`config.mk`:
```
export PLATFORM = sky130hd
export DESIGN_NAME = circular_list_remove_at_core
export DESIGN_NICKNAME = d
export VERILOG_FILES = /design/src/rtl/core/clra_pkg.sv /design/src/rtl/core/clra_ctrl.sv /design/src/rtl/core/clra_dp.sv /design/src/rtl/core/circular_list_remove_at_core.sv
export SDC_FILE = /design/constraint.sdc
export NUM_CORES = 2
export LEC_CHECK = 0
export BUFFER_PORTS_ARGS = -buffer_cell sky130_fd_sc_hd__buf_2
export CAP_MARGIN = 20
export CORE_ASPECT_RATIO = 1.25
export CORE_UTILIZATION = 50
export DETAILED_ROUTE_END_ITERATION = 7
export PLACE_DENSITY = 0.68
export RECOVER_POWER = 25
export SYNTH_ARGS = -nofsm -noshare
export SYNTH_HDL_FRONTEND = slang
export SYNTH_SLANG_ARGS = --single-unit
```
`constraint.sdc`:
```
create_clock -name i_clk -period 3.8 [get_ports i_clk]
set_clock_uncertainty 0.1 [all_clocks]
set_input_delay 0.19 -clock i_clk [delete_from_list [all_inputs] [get_ports i_clk]]
set_output_delay 0.19 -clock i_clk [all_outputs]
set_load 0.005 [all_outputs]
```
`src/rtl/core/clra_pkg.sv`:
```
// Package with the shared types and constants of the circular list remove-at core.
package clra_pkg;

    // Widths of the stream fields.
    localparam int POS_BITS   = 16;
    localparam int DIV_CNT_W  = 4;
    localparam int CNT_OUT_W  = 7;

    // Action codes carried in the input tuser.
    localparam logic ACT_PUSH = 1'b0;
    localparam logic ACT_POP  = 1'b1;

    // Status codes carried in the output tuser.
    localparam logic [1:0] ST_OK    = 2'd0;
    localparam logic [1:0] ST_FULL  = 2'd1;
    localparam logic [1:0] ST_EMPTY = 2'd2;

    // Controller states.
    typedef enum logic [2:0] {
        S_IDLE,
        S_DECODE,
        S_DIV,
        S_READ,
        S_FETCH,
        S_SHIFT,
        S_POPEND,
        S_DONE
    } t_state;

    // Commands from the controller to the datapath.
    typedef struct packed {
        logic latch;
        logic set_full;
        logic set_empty;
        logic push;
        logic div_init;
        logic div_step;
        logic rd_idx;
        logic take_pop;
        logic shift;
        logic pop_dec;
        logic out_load;
    } t_cmd;

    // Status from the datapath to the controller.
    typedef struct packed {
        logic is_pop;
        logic full;
        logic empty;
        logic div_last;
        logic more_fetch;
        logic more_shift;
        logic out_free;
    } t_sts;

endpackage

```
`src/rtl/core/clra_ctrl.sv`:
```
// Controller state machine that sequences push, modulo, read and compaction steps.
module clra_ctrl (
    input  logic            i_clk,
    input  logic            i_rst_n,
    input  logic            i_in_valid,
    output logic            o_in_ready,
    input  clra_pkg::t_sts  i_sts,
    output clra_pkg::t_cmd  o_cmd
);
    import clra_pkg::*;

    t_state r_state;
    t_state n_state;

    // State register.
    always_ff @(posedge i_clk) begin
        if (!i_rst_n) begin
            r_state <= S_IDLE;
        end else begin
            r_state <= n_state;
        end
    end

    // Next state.
    always_comb begin
        n_state = r_state;
        case (r_state)
            S_IDLE: begin
                if (i_in_valid) begin
                    n_state = S_DECODE;
                end
            end
            S_DECODE: begin
                if (i_sts.is_pop && !i_sts.empty) begin
                    n_state = S_DIV;
                end else begin
                    n_state = S_DONE;
                end
            end
            S_DIV: begin
                if (i_sts.div_last) begin
                    n_state = S_READ;
                end
            end
            S_READ: begin
                n_state = S_FETCH;
            end
            S_FETCH: begin
                if (i_sts.more_fetch) begin
                    n_state = S_SHIFT;
                end else begin
                    n_state = S_POPEND;
                end
            end
            S_SHIFT: begin
                if (!i_sts.more_shift) begin
                    n_state = S_POPEND;
                end
            end
            S_POPEND: begin
                n_state = S_DONE;
            end
            S_DONE: begin
                if (i_sts.out_free) begin
                    n_state = S_IDLE;
                end
            end
            default: begin
                n_state = S_IDLE;
            end
        endcase
    end

    // Outputs: handshake and datapath commands.
    always_comb begin
        o_cmd      = '0;
        o_in_ready = 1'b0;
        case (r_state)
            S_IDLE: begin
                o_in_ready = 1'b1;
                o_cmd.latch = i_in_valid;
            end
            S_DECODE: begin
                if (!i_sts.is_pop) begin
                    o_cmd.set_full = i_sts.full;
                    o_cmd.push     = !i_sts.full;
                end else begin
                    o_cmd.set_empty = i_sts.empty;
                    o_cmd.div_init  = !i_sts.empty;
                end
            end
            S_DIV: begin
                o_cmd.div_step = 1'b1;
            end
            S_READ: begin
                o_cmd.rd_idx = 1'b1;
            end
            S_FETCH: begin
                o_cmd.take_pop = 1'b1;
            end
            S_SHIFT: begin
                o_cmd.shift = 1'b1;
            end
            S_POPEND: begin
                o_cmd.pop_dec = 1'b1;
            end
            S_DONE: begin
                o_cmd.out_load = i_sts.out_free;
            end
            default: begin
                o_cmd = '0;
            end
        endcase
    end

endmodule

```
`src/rtl/core/clra_dp.sv`:
```
// Datapath with the entry memory, count, serial modulo unit and output register.
module clra_dp #(
    parameter int CAPACITY   = 64,
    parameter int VALUE_BITS = 32
) (
    input  logic                               i_clk,
    input  logic                               i_rst_n,
    input  clra_pkg::t_cmd                     i_cmd,
    output clra_pkg::t_sts                     o_sts,
    input  logic                               i_action,
    input  logic signed [31:0]                 i_value,
    input  logic [clra_pkg::POS_BITS-1:0]      i_position,
    input  logic                               i_out_ready,
    output logic                               o_out_valid,
    output logic [1:0]                         o_status,
    output logic signed [31:0]                 o_popped_value,
    output logic [clra_pkg::CNT_OUT_W-1:0]     o_entry_count,
    output logic                               o_one_left
);
    import clra_pkg::*;

    localparam int CNT_W  = $clog2(CAPACITY + 1);
    localparam int ADDR_W = $clog2(CAPACITY);

    // Entry memory, kept compacted with the head at slot zero.
    logic [VALUE_BITS-1:0] r_mem [CAPACITY];

    logic                    r_action;
    logic signed [31:0]      r_value;
    logic [POS_BITS-1:0]     r_dvd;
    logic [CNT_W-1:0]        r_count;
    logic [CNT_W-1:0]        r_rem;
    logic [CNT_W-1:0]        n_rem;
    logic [DIV_CNT_W-1:0]    r_div_cnt;
    logic [ADDR_W-1:0]       r_ptr;
    logic [VALUE_BITS-1:0]   r_rd_data;
    logic [1:0]              r_status;
    logic signed [31:0]      r_popped;
    logic                    r_out_valid;
    logic [1:0]              r_out_status;
    logic signed [31:0]      r_out_popped;
    logic [CNT_OUT_W-1:0]    r_out_count;
    logic                    r_out_one;

    logic [ADDR_W-1:0]       w_rd_addr;
    logic [CNT_W:0]          w_trial;
    logic [CNT_W:0]          w_div;
    logic signed [63:0]      w_ext;
    logic [63:0]             w_rd_wide;
    logic [CNT_W-1:0]        w_ptr_ext;

    // Value width conversion on the way in and out of the memory.
    assign w_ext     = 64'(r_value);
    assign w_rd_wide = 64'(r_rd_data);
    assign w_ptr_ext = CNT_W'(r_ptr);

    // One restoring step of position mod count per cycle.
    assign w_trial = {r_rem, r_dvd[POS_BITS-1]};
    assign w_div   = {1'b0, r_count};
    always_comb begin
        if (w_trial >= w_div) begin
            n_rem = CNT_W'(w_trial - w_div);
        end else begin
            n_rem = CNT_W'(w_trial);
        end
    end

    // Read address: the removed slot, then the successor of each slot to fill.
    always_comb begin
        if (i_cmd.rd_idx) begin
            w_rd_addr = r_rem[ADDR_W-1:0];
        end else if (i_cmd.take_pop) begin
            w_rd_addr = ADDR_W'(r_ptr + 1'b1);
        end else begin
            w_rd_addr = ADDR_W'(r_ptr + 2'd2);
        end
    end

    // Memory write and registered read.
    always_ff @(posedge i_clk) begin
        if (i_cmd.push) begin
            r_mem[r_count[ADDR_W-1:0]] <= VALUE_BITS'(w_ext);
        end else if (i_cmd.shift) begin
            r_mem[r_ptr] <= r_rd_data;
        end
        r_rd_data <= r_mem[w_rd_addr];
    end

    // Control registers: entry count and output valid.
    always_ff @(posedge i_clk) begin
        if (!i_rst_n) begin
            r_count     <= '0;
            r_out_valid <= 1'b0;
        end else begin
            if (i_cmd.push) begin
                r_count <= r_count + 1'b1;
            end else if (i_cmd.pop_dec) begin
                r_count <= r_count - 1'b1;
            end
            if (i_cmd.out_load) begin
                r_out_valid <= 1'b1;
            end else if (i_out_ready) begin
                r_out_valid <= 1'b0;
            end
        end
    end

    // Payload registers of the transaction in progress.
    always_ff @(posedge i_clk) begin
        if (i_cmd.latch) begin
            r_action <= i_action;
            r_value  <= i_value;
            r_dvd    <= i_position;
            r_status <= ST_OK;
            r_popped <= '0;
        end
        if (i_cmd.set_full) begin
            r_status <= ST_FULL;
        end
        if (i_cmd.set_empty) begin
            r_status <= ST_EMPTY;
        end
        if (i_cmd.div_init) begin
            r_rem     <= '0;
            r_div_cnt <= '0;
        end
        if (i_cmd.div_step) begin
            r_rem     <= n_rem;
            r_dvd     <= r_dvd << 1;
            r_div_cnt <= r_div_cnt + 1'b1;
        end
        if (i_cmd.rd_idx) begin
            r_ptr <= r_rem[ADDR_W-1:0];
        end
        if (i_cmd.take_pop) begin
            r_popped <= signed'(w_rd_wide[31:0]);
        end
        if (i_cmd.shift) begin
            r_ptr <= r_ptr + 1'b1;
        end
        if (i_cmd.out_load) begin
            r_out_status <= r_status;
            r_out_popped <= r_popped;
            r_out_count  <= CNT_OUT_W'(r_count);
            r_out_one    <= (r_count == CNT_W'(1));
        end
    end

    // Status toward the controller.
    always_comb begin
        o_sts.is_pop     = (r_action == ACT_POP);
        o_sts.full       = (r_count == CNT_W'(CAPACITY));
        o_sts.empty      = (r_count == '0);
        o_sts.div_last   = (r_div_cnt == DIV_CNT_W'(POS_BITS - 1));
        o_sts.more_fetch = ((w_ptr_ext + 1'b1) < r_count);
        o_sts.more_shift = ((w_ptr_ext + 2'd2) < r_count);
        o_sts.out_free   = !r_out_valid || i_out_ready;
    end

    assign o_out_valid    = r_out_valid;
    assign o_status       = r_out_status;
    assign o_popped_value = r_out_popped;
    assign o_entry_count  = r_out_count;
    assign o_one_left     = r_out_one;

endmodule

```
`src/rtl/core/circular_list_remove_at_core.sv`:
```
// Top level of the circular list core with append and remove-at-position.
//
//  Channel  Direction  tdata (low bit up)                      tuser
//  s_axis   in         value[31:0], position[47:32]            action
//  m_axis   out        popped_value[31:0], entry_count[38:32],  status[1:0]
//                      one_left[39]
//
// A push passes through decode and done on its way to the result register.
// A pop runs the bit-serial position mod count unit, reads the removed entry,
// then moves each later entry down one slot and decrements the count.
// An empty pop or a full push goes from decode straight to done.
// Synchronous active-low reset clears the count and the result valid; the
// memory needs no clearing pass. One transaction is processed at a time; a
// new one is taken while the previous result waits in the output register.
module circular_list_remove_at_core #(
    parameter int CAPACITY   = 64,
    parameter int VALUE_BITS = 32
) (
    input  logic        i_clk,
    input  logic        i_rst_n,
    input  logic        s_axis_tvalid,
    output logic        s_axis_tready,
    input  logic [47:0] s_axis_tdata,   // value[31:0], position[47:32]
    input  logic        s_axis_tuser,   // action[0]
    output logic        m_axis_tvalid,
    input  logic        m_axis_tready,
    output logic [39:0] m_axis_tdata,   // popped_value[31:0], entry_count[38:32], one_left[39]
    output logic [1:0]  m_axis_tuser    // status[1:0]
);
    import clra_pkg::*;

    t_cmd               w_cmd;
    t_sts               w_sts;
    logic signed [31:0] w_popped;
    logic [CNT_OUT_W-1:0] w_count;
    logic               w_one;

    // Sequencer.
    clra_ctrl u_ctrl (
        .i_clk      (i_clk),
        .i_rst_n    (i_rst_n),
        .i_in_valid (s_axis_tvalid),
        .o_in_ready (s_axis_tready),
        .i_sts      (w_sts),
        .o_cmd      (w_cmd)
    );

    // Storage and arithmetic.
    clra_dp #(
        .CAPACITY   (CAPACITY),
        .VALUE_BITS (VALUE_BITS)
    ) u_dp (
        .i_clk          (i_clk),
        .i_rst_n        (i_rst_n),
        .i_cmd          (w_cmd),
        .o_sts          (w_sts),
        .i_action       (s_axis_tuser),
        .i_value        (signed'(s_axis_tdata[31:0])),
        .i_position     (s_axis_tdata[47:32]),
        .i_out_ready    (m_axis_tready),
        .o_out_valid    (m_axis_tvalid),
        .o_status       (m_axis_tuser),
        .o_popped_value (w_popped),
        .o_entry_count  (w_count),
        .o_one_left     (w_one)
    );

    // Pack the result fields.
    assign m_axis_tdata = {w_one, w_count, w_popped};

endmodule

```
==> flow_metrics.env <==
export IMPL_fin_crit_ns=3.90
export IMPL_worst_pin_slew_ns=1.26
export IMPL_io_buffers=96
export IMPL_avgSynthCellArea_um2=13.4
export IMPL_cts_tree="yes"
export IMPL_hp_class="input pin to register"
export IMPL_yosysMostFrequentCell="edfxtp_1"
export IMPL_setup_violations=1
export IMPL_rsz0062_at_grt="true"
export IMPL_area_delta_synth_final_pct=18.7
export IMPL_dp_hpwl_um=157000
export IMPL_worstPathCellList="buf_4 > a21bo_2 > o22ai_4 > nand2_4 > buf_12 > a211oi_1 > a31oi_1 > a32oi_4 > nand4_1 > buf_4 > or4_1"
export IMPL_track_usage=0.299
export IMPL_status="complete, but fails checks"
export IMPL_syn_cell_area_um2=88100
export IMPL_wl_per_cell_um=27.8
export IMPL_grt_max_degree=85
export IMPL_clk_pin_slew_ns=0.07
export IMPL_drive_gt1_frac=0.150
export IMPL_synthArstFlopShare=0
export IMPL_seq_area_frac_synth=0.756
export IMPL_vias_per_cell=6.24
export IMPL_start_kind="register"
export IMPL_rows=171
export IMPL_grt_pass1_vias=57900
export IMPL_wl_um=268000
export IMPL_crit_end="u_dp.r_rd_data[3]$_DFF_P_"
export IMPL_r2r_end="u_dp.r_rd_data[3]$_DFF_P_"
export IMPL_syn_num_nets=6672
export IMPL_slowest_stage="nand4_1"
export IMPL_grt_antenna_before_repair=21
export IMPL_maxCapViolCount=0
export IMPL_placed_cell_area_um2=97000
export IMPL_reg2reg_depth=11
export IMPL_yosysWarnings=0
export IMPL_drcViolationCount=0
export IMPL_cts_max_level=4
export IMPL_synth_top_cell_area_share=0.745
export IMPL_ys_top_cells_by_area="edfxtp_1 75%, nand2_1 7.7%, nand3_1 4.5%, a211oi_1 1.7%, a31oi_1 1.4%"
export IMPL_vdd_drop_max_v=0.000616
export IMPL_fin_setup_tns_ns=-0.104
export IMPL_synth_main_ff_cell="edfxtp_1"
export IMPL_failed_checks="setup timing"
export IMPL_fin_crit_sh=1.03
export IMPL_fin_nets=7219
export IMPL_p_per_area_nw_per_um2=865
export IMPL_criticalPathCategory="register to register"
export IMPL_synth_cell_types=55
export IMPL_r2r_start="u_dp.r_ptr[0]$_DFFE_PP_"
export IMPL_synth_common_cells="2,187 x edfxtp_1, 1,812 x nand2_1, 787 x nand3_1, 301 x clkbuf_1, 196 x a211oi_1"
export IMPL_via_count=60200
export IMPL_die_area_um2=178000
export IMPL_ys_ff_latch=2233
export IMPL_cts_path_max_buffers=3
export IMPL_synth_edf_count=2187
export IMPL_finalWorstSetupSlack_ns=-0.104
export IMPL_ant_nets=0
export IMPL_start_util=0.505
export IMPL_place_congestion=0.889
export IMPL_power_leakage_uw=0.0362
export IMPL_place_ws_ns=-0.0922
export IMPL_fmax_mhz=256
export IMPL_cts_sinks=2233
export IMPL_cpPeakStageDelay_ns=0.57
export IMPL_hold_violations=0
export IMPL_die_h_um=471
export IMPL_critPathArrivalTime_ns=4.54
export IMPL_slew_headroom=0.162
export IMPL_cp_required_ns=4.43
export IMPL_finalMaxSlewViolations=0
export IMPL_insertion_delay_ns=0.86
export IMPL_ctsRootBufferMaster="clkbuf_16"
export IMPL_cts_made_buffers=199
export IMPL_syn_inst=6593
export IMPL_fin_area_um2=105000
export IMPL_cp_max_fo=84
export IMPL_core_um2=174000
export IMPL_reg2reg_slack_ns=-0.10
export IMPL_crit_top_cell="buf_4"
export IMPL_critical_path_startpoint="u_dp.r_ptr[0]$_DFFE_PP_"
export IMPL_endpoint_kind="register"
export IMPL_dr_pass1_iters=6
export IMPL_yosysTopAreaCell="edfxtp_1"
export IMPL_ios=97
export IMPL_grt_first_pass_wirelength_um=387000
export IMPL_dieWidth_um=377
export IMPL_grt_overflow=0
export IMPL_dr_first_iter_drc_count=8112
## worst min path at each step
stage	slack [ns]	start	cells after the start	end
final	0.1	s_axis_tdata[38]	3	u_dp.r_dvd[6]$_DFFE_PP_
after global routing	0.1	s_axis_tdata[41]	3	u_dp.r_dvd[9]$_DFFE_PP_
after CTS	0.03	s_axis_tdata[43]	3	u_dp.r_dvd[11]$_DFFE_PP_
after detailed placement	0.27	s_axis_tdata[7]	1	u_dp.r_value[7]$_DFFE_PP_
after global placement	0.27	s_axis_tdata[6]	1	u_dp.r_value[6]$_DFFE_PP_
after floorplan	0.19	s_axis_tuser	0	u_dp.r_action$_DFFE_PP_
## cells by family (layout without fill, tap and decap cells)
| logic type | Yosys count | in the layout | share of synthesized area |
|---|---|---|---|
| adder cells (fa/ha/maj) | 26 | 26 | 0.00378 |
| other | 0 | 14 | 0 |
| XOR/XNOR | 17 | 17 | 0.00169 |
| multiplexers | 12 | 12 | 0.00136 |
| flip-flops | 2233 | 2233 | 0.756 |
| AO/OA/AOI/OAI | 770 | 770 | 0.0634 |
| AND/OR/NAND/NOR | 3051 | 3051 | 0.152 |
| buffers and inverters | 484 | 1201 | 0.0221 |
## cell type report
class	instances	area [um^2]
Fill cell	12900	69800
Sequential cell	2233	66600
Multi-Input combinational cell	3876	20400
Timing Repair Buffer	811	8120
Clock buffer	265	5390
Tap cell	2335	2920
Clock inverter	106	1040
Inverter	19	71.3
Antenna cell	14	35.0
## what timing repair did
item | 4_1_cts | 5_1_grt
pin swaps | 9 | 9
setup buffers | 7 | 11
hold buffers | 86 | 0
hold endpoints to repair | 62 | 0
gates resized for setup | 7 | 23
endpoints found under the setup margin | 5 | 9
cloned | 3 | 2
## per-layer routing
metal / share of wire / up-vias / track usage
met2: 0.46 / 3964 / 0.474
met5: 0.00035 / - / 0
li1: - / 25800 / -
met1: 0.36 / 29700 / 0.387
met3: 0.12 / 750 / 0.0596
met4: 0.060 / 14 / 0.164
## placed cells by master, fill, tap and decap left out, types with 10 or more instances in the layout
cell type,count
edfxtp_1,2187
nand2_1,1781
nand3_1,785
buf_4,431
clkbuf_16,201
and3_1,194
a211oi_1,192
a31oi_1,192
buf_12,158
a311oi_1,126
clkbuf_1,106
dlygate4sd3_1,86
nor2_4,66
o22ai_1,66
a32oi_1,60
a21oi_1,50
buf_2,50
dfxtp_1,45
nand4_1,41
clkinv_2,38
nor2_1,32
or4_1,32
clkinv_1,32
nand2_2,30
and2_0,23
ha_1,23
a22o_1,20
inv_1,17
o21ai_0,17
bufinv_16,16
clkbuf_8,16
diode_2,14
xnor2_1,13
clkbuf_4,13
mux2i_1,12
and2_1,11
inv_6,11
nor2b_1,10
## power breakdown
group	total (uW)	internal, uW	switching [uW]
clock	20000	11100	8960
sequential	31000	30300	744
combinational	39300	13600	25700
## state kept, by name, summed over array words and instances (netlist names)
| signal | count |
|---|---|
| u_ctrl.r_state | 3 |
| u_dp.o_entry_count | 7 |
| u_dp.o_one_left | 1 |
| u_dp.o_out_valid | 1 |
| u_dp.o_popped_value | 32 |
| u_dp.o_status | 2 |
| u_dp.r_action | 1 |
| u_dp.r_count | 7 |
| u_dp.r_div_cnt | 4 |
| u_dp.r_dvd | 16 |
| u_dp.r_mem | 2048 |
| u_dp.r_popped | 32 |
| u_dp.r_ptr | 6 |
| u_dp.r_rd_data | 32 |
| u_dp.r_rem | 7 |
| u_dp.r_status | 2 |
| u_dp.r_value | 32 |
## per-stage QoR
step,std cells,hold WS (ns),util,power (uW)
2_1_floorplan,6593,0.189,-,50900
3_3_place_gp,9165,0.269,0.557,68800
3_5_place_dp,9165,0.269,0.557,69300
4_1_cts,9632,0.0287,0.599,89700
5_1_grt,9654,0.0968,0.600,93700
6_report,9659,0.0953,0.600,90400
## worst max-delay path, delay by kind of cell, from the launching register on
kind	cells	cell delay, ns
DFF	1	0.47
and+or+nand+nor	3	1.12
AOI/OAI and AO/OA	5	1.18
buffers and inverters	3	0.80
(Power assumes the default switching activity.)
